**config.mk**
```make
export PLATFORM = sky130hd
export DESIGN_NAME = lks_ram
export DESIGN_NICKNAME = d
export VERILOG_FILES = /design/src/rtl/lks_ram.sv
export SDC_FILE = /design/constraint.sdc
export NUM_CORES = 1
export LEC_CHECK = 0
export CAP_MARGIN = 0
export CORE_MARGIN = 2
export CORE_UTILIZATION = 35
export CTS_CLUSTER_SIZE = 10
export DETAILED_ROUTE_END_ITERATION = 10
export DONT_BUFFER_PORTS = 1
export PLACE_DENSITY = 0.52
export SYNTH_ARGS = -nofsm -noshare
export SYNTH_HDL_FRONTEND = slang
export SYNTH_SLANG_ARGS = --single-unit
```
**constraint.sdc**
```tcl
create_clock -name i_clk -period 3.6 [get_ports i_clk]
set_input_delay 0.72 -clock i_clk [delete_from_list [all_inputs] [get_ports i_clk]]
set_output_delay 0.72 -clock i_clk [all_outputs]
set_load 0.02 [all_outputs]
```
**src/rtl/lks_ram.sv**
```systemverilog
// generic single-port-write, single-read ram with registered read
// no dependencies
`timescale 1ns / 1ps
`default_nettype none
module lks_ram #(
    parameter int unsigned Width = 8,
    parameter int unsigned Depth = 128
) (
    input  wire                      i_clk,
    input  wire                      i_we,
    input  wire [$clog2(Depth)-1:0]  i_waddr,
    input  wire [Width-1:0]          i_wdata,
    input  wire [$clog2(Depth)-1:0]  i_raddr,
    output logic [Width-1:0]         o_rdata
);
    logic [Width-1:0] r_mem [Depth];
    always_ff @(posedge i_clk) begin
        if (i_we) begin
            r_mem[i_waddr] <= i_wdata;
        end
        o_rdata <= r_mem[i_raddr];
    end
endmodule
`default_nettype wire

```
# [Word level (Yosys, flattened, before mapping)]
# Memories as Yosys holds them, arrays and structs flattened. A register that Yosys moved wholly into a read port is not among the register bits.
# Index checks and enable logic that the tools add are counted.
[totals] regBits=0 ram_bits=1024 output_inout_bits=8 word_cells=3 memories=1
[memory_table] memory="r_mem" words=128 word_bits=8 read_ports=1 rd_clocked_by_memory_dff=1 wr=1 line_no="16" rtl="logic [Width-1:0] r_mem [Depth];"
[op_classes] muxes=2
[op_table] operator="$mux W1" count=2

# [Depth between registers and ports, before layout]
[depth] ltp_word=2 ltp_mapped=7 mapped_depth_nobuf=4

# [Worst setup path after synthesis]
# Ideal clock, no wire load.
[synth_timing] kind="in2reg" startpoint="input i_raddr[0]" endpoint="register o_rdata[0], read port of r_mem" setup_time_ns=0.121 t_arrival_ns=3.103 slack_ns=0.376 cell_stages=6 cell_sequence="clkbuf_1 buf_1 mux4_2 mux4_2 mux4_2 mux2_2"
[synth_rtl] element="start: declaration" line_no="13" rtl="input wire [$clog2(Depth)-1:0] i_raddr,"
[synth_rtl] element="end: declaration" line_no="14" rtl="output logic [Width-1:0] o_rdata"

==> qor.csv <==
stage,metric,value,unit
placement,Placer Congestion,0.743,
timing,Setup Skew,0.0442,ns
detailed_routing,Via Count,17700,
logic_synthesis,synthesized area per cell,24.3,um2
logic_synthesis,Synth Flop Type,edfxtp_1,
final_layout,layout cells sized above 1,32.2,%
logic_synthesis,Post-Syn Nets,1659,
global_route,vias in the first global route,18600,
detailed_routing,initial DRC count,1626,
floorplan,row count,123,
logic_synthesis,"area leader, netlist",edfxtp_1,
logic_synthesis,Post-synth ARST share,0,%
final_layout,antenna cells,0,
logic_synthesis,most frequent cell after synthesis,edfxtp_1,
global_route,initial antenna violation count,7,
placement,port bufs,0,
critical_path,worst endpoint required time,4.17,ns
clocking,Worst-path clk slew,0.06,ns
logic_synthesis,Gate Count Post-Synth,1635,
final_layout,Layout Cells excl Fill,3344,
floorplan,die span in x,341,um
logic_synthesis,post-synthesis mux area share,19.3,%
logic_synthesis,Ys Warns,0,
logic_synthesis,Post-Synth XOR/XNOR Area,0,%
critical_path,Crit Path Max Fanout,256,
global_route,first-pass GRT wire length,136,mm
status,status,"complete, no violations",
min_path,Hold Crit Class,in2reg,
floorplan,Placeable Area,112000,um2
clocking,Post-CTS Resized,0,
critical_path,worst endpoint data arrival time,3.16,ns
timing,"Slew Viols, Final",0,
timing,Slew headroom,32.8,%
final_layout,area of the multi-input gates,8350,um2
timing,RSZ-0062 raised after global routing,no,
detailed_routing,DRC Markers,0,
logic_synthesis,Synth Area in Adders,0,%
timing,fmax,387,MHz
global_route,grt ovf,0,
logic_synthesis,"Distinct cells, synth",17,
detailed_routing,drt pass-1 iters,7,
placement,HPWL after detailed placement,53.2,mm
detailed_routing,WL final,95.1,mm
clocking,clk sinks,1032,
logic_synthesis,Post-synth EDFFs,1024,
power,maximum vdd drop,341,uV
final_layout,register area,30900,um2
detailed_routing,DR vias/cell,5.29,
detailed_routing,Routed WL per cell,28.4,um
timing,worst hold-check slack,0.133,ns
critical_path,startpoint types,input port,
global_route,gr usage total,16.5,%
clocking,clk_lat worst skew,0.70,ns
final_layout,Post-Route Utilization,40.3,%
logic_synthesis,"FF+latch count, synth",1032,
logic_synthesis,largest family of logic cells by synthesized area,multiplexers,
clocking,TritonCTS buffer count,115,
critical_path,CP Capture Type,register,
clocking,Root Buffer Master,clkbuf_16,
global_route,largest net degree at the start of global routing,257,
logic_synthesis,Syn Std Cell Area,39700,um2
timing,Total Neg Setup Slack,0,ns
power,LEAKAGE,13.8,nW
floorplan,die height,341,um
logic_synthesis,ranking of synthesized cells by area,"edfxtp_1 (78%), mux4_2 (19%), nor2_1 (1.2%)",
logic_synthesis,synth cell count leaders,"edfxtp_1 (1024), mux4_2 (336), nor2_1 (122), clkbuf_1 (44), buf_1 (18)",
timing,Worst Max-Slew Pin Slew,1.00,ns
floorplan,initial core utilization,35.3,%
final_layout,Layout fillers,9804,
logic_synthesis,sequential area share after synthesis,77.9,%
timing,Final setup viols,0,
logic_synthesis,Synth Area in Compound Gates,0,%
timing,Period minus WS final,2.58,ns
timing,Final Hold Fails,0,
clocking,"Setup Fix Bufs, Post-CTS",0,
floorplan,IO Count,32,
clocking,hold buffers post-CTS,0,
final_layout,nets@finish,1811,
logic_synthesis,simple-gate share of the synthesized area,1.76,%
placement,placed cells,3170,
timing,Tcrit/Tclk final,71.8,%
power,pwr/cell area,539,nW/um2
detailed_routing,Routed Antenna Nets,0,
clocking,Clock H-tree levels,3,
floorplan,Die Area,116000,um2
clocking,CTS tree,built,
critical_path,critical path type,in2reg,
flow_run,Max-Cap Viols,0,
logic_synthesis,Synth top area share,77.5,%
clocking,Longest Clk Path Bufs,3,
final_layout,Synth-to-Final Area Change,14.2,%
logic make-up after synthesis:
family	Yosys count
simple gates	170
buf+inv	89
mux	344
flops	1032
metal layers:
layer  track usage [%]  share of wire [%]  vias up
li1                  -                  -     7302
met1              23.1                 43     9773
met2              25.9                 48      489
met3              4.27                6.9      135
met4              4.06                2.0        2
met5                 0              0.015        -
metrics by stage:
stage                     total power (W)  cell area, um2  worst slack [ns]
after detailed placement           0.0143           42100             0.613
after CTS                          0.0247           45300              1.20
after global placement             0.0143           42100             0.582
after floorplan                    0.0142           39700             0.376
after global routing               0.0251           45300             0.988
final                              0.0244           45300              1.02
cell type report:
class / count / area share, %
clock buffers: 162 / 6.77
clock inverters: 12 / 0.348
multi-input cells: 514 / 18.4
flip-flops and latches: 1032 / 68.2
well taps: 1500 / 4.14
repair buffers: 124 / 2.06
worst paths after layout:
check / from / to / slack (ns) / depth (start not counted)
max: i_raddr[0] / o_rdata[5] / 1.02 / 4
min: i_wdata[5] / r_mem[126][5] / 0.13 / 0
max reg2reg: r_mem[66][5] / o_rdata[5] / 1.19 / 4
min reg2reg: r_mem[92][6] / o_rdata[6] / 1.15 / 4
cell usage in the layout, fill, tap and decap left out, types with 9 or more instances in the layout:
master | netlist | final
buf_4 | 11 | 124
nand2_1 | 14 | 14
nand3_1 | 12 | 12
clkbuf_1 | 44 | 46
edfxtp_1 | 1024 | 1024
clkbuf_16 | 0 | 115
nor2_1 | 122 | 122
nor3_1 | 9 | 9
mux4_2 | 336 | 336
registers in the layout (all words and copies together), names as in the netlist:
| name | count |
|---|---|
| r_mem | 1024 |
| o_rdata | 8 |
critical path: stages:
cell,delay (ns)
mux4_2,0.72
mux4_2,0.54
mux4_2,0.57
mux2_2,0.29
power breakdown:
| group | total (W) | internal (W) | switching (W) | leakage, nW |
|---|---|---|---|---|
| Combinational | 0.000721 | 0.000446 | 0.000275 | 2.96 |
| Clock | 0.0103 | 0.00590 | 0.00442 | 1.55 |
| Sequential | 0.0133 | 0.0133 | 0.0000760 | 9.27 |
| Total | 0.0244 | 0.0196 | 0.00477 | 13.8 |
(Power assumes the default switching activity.)
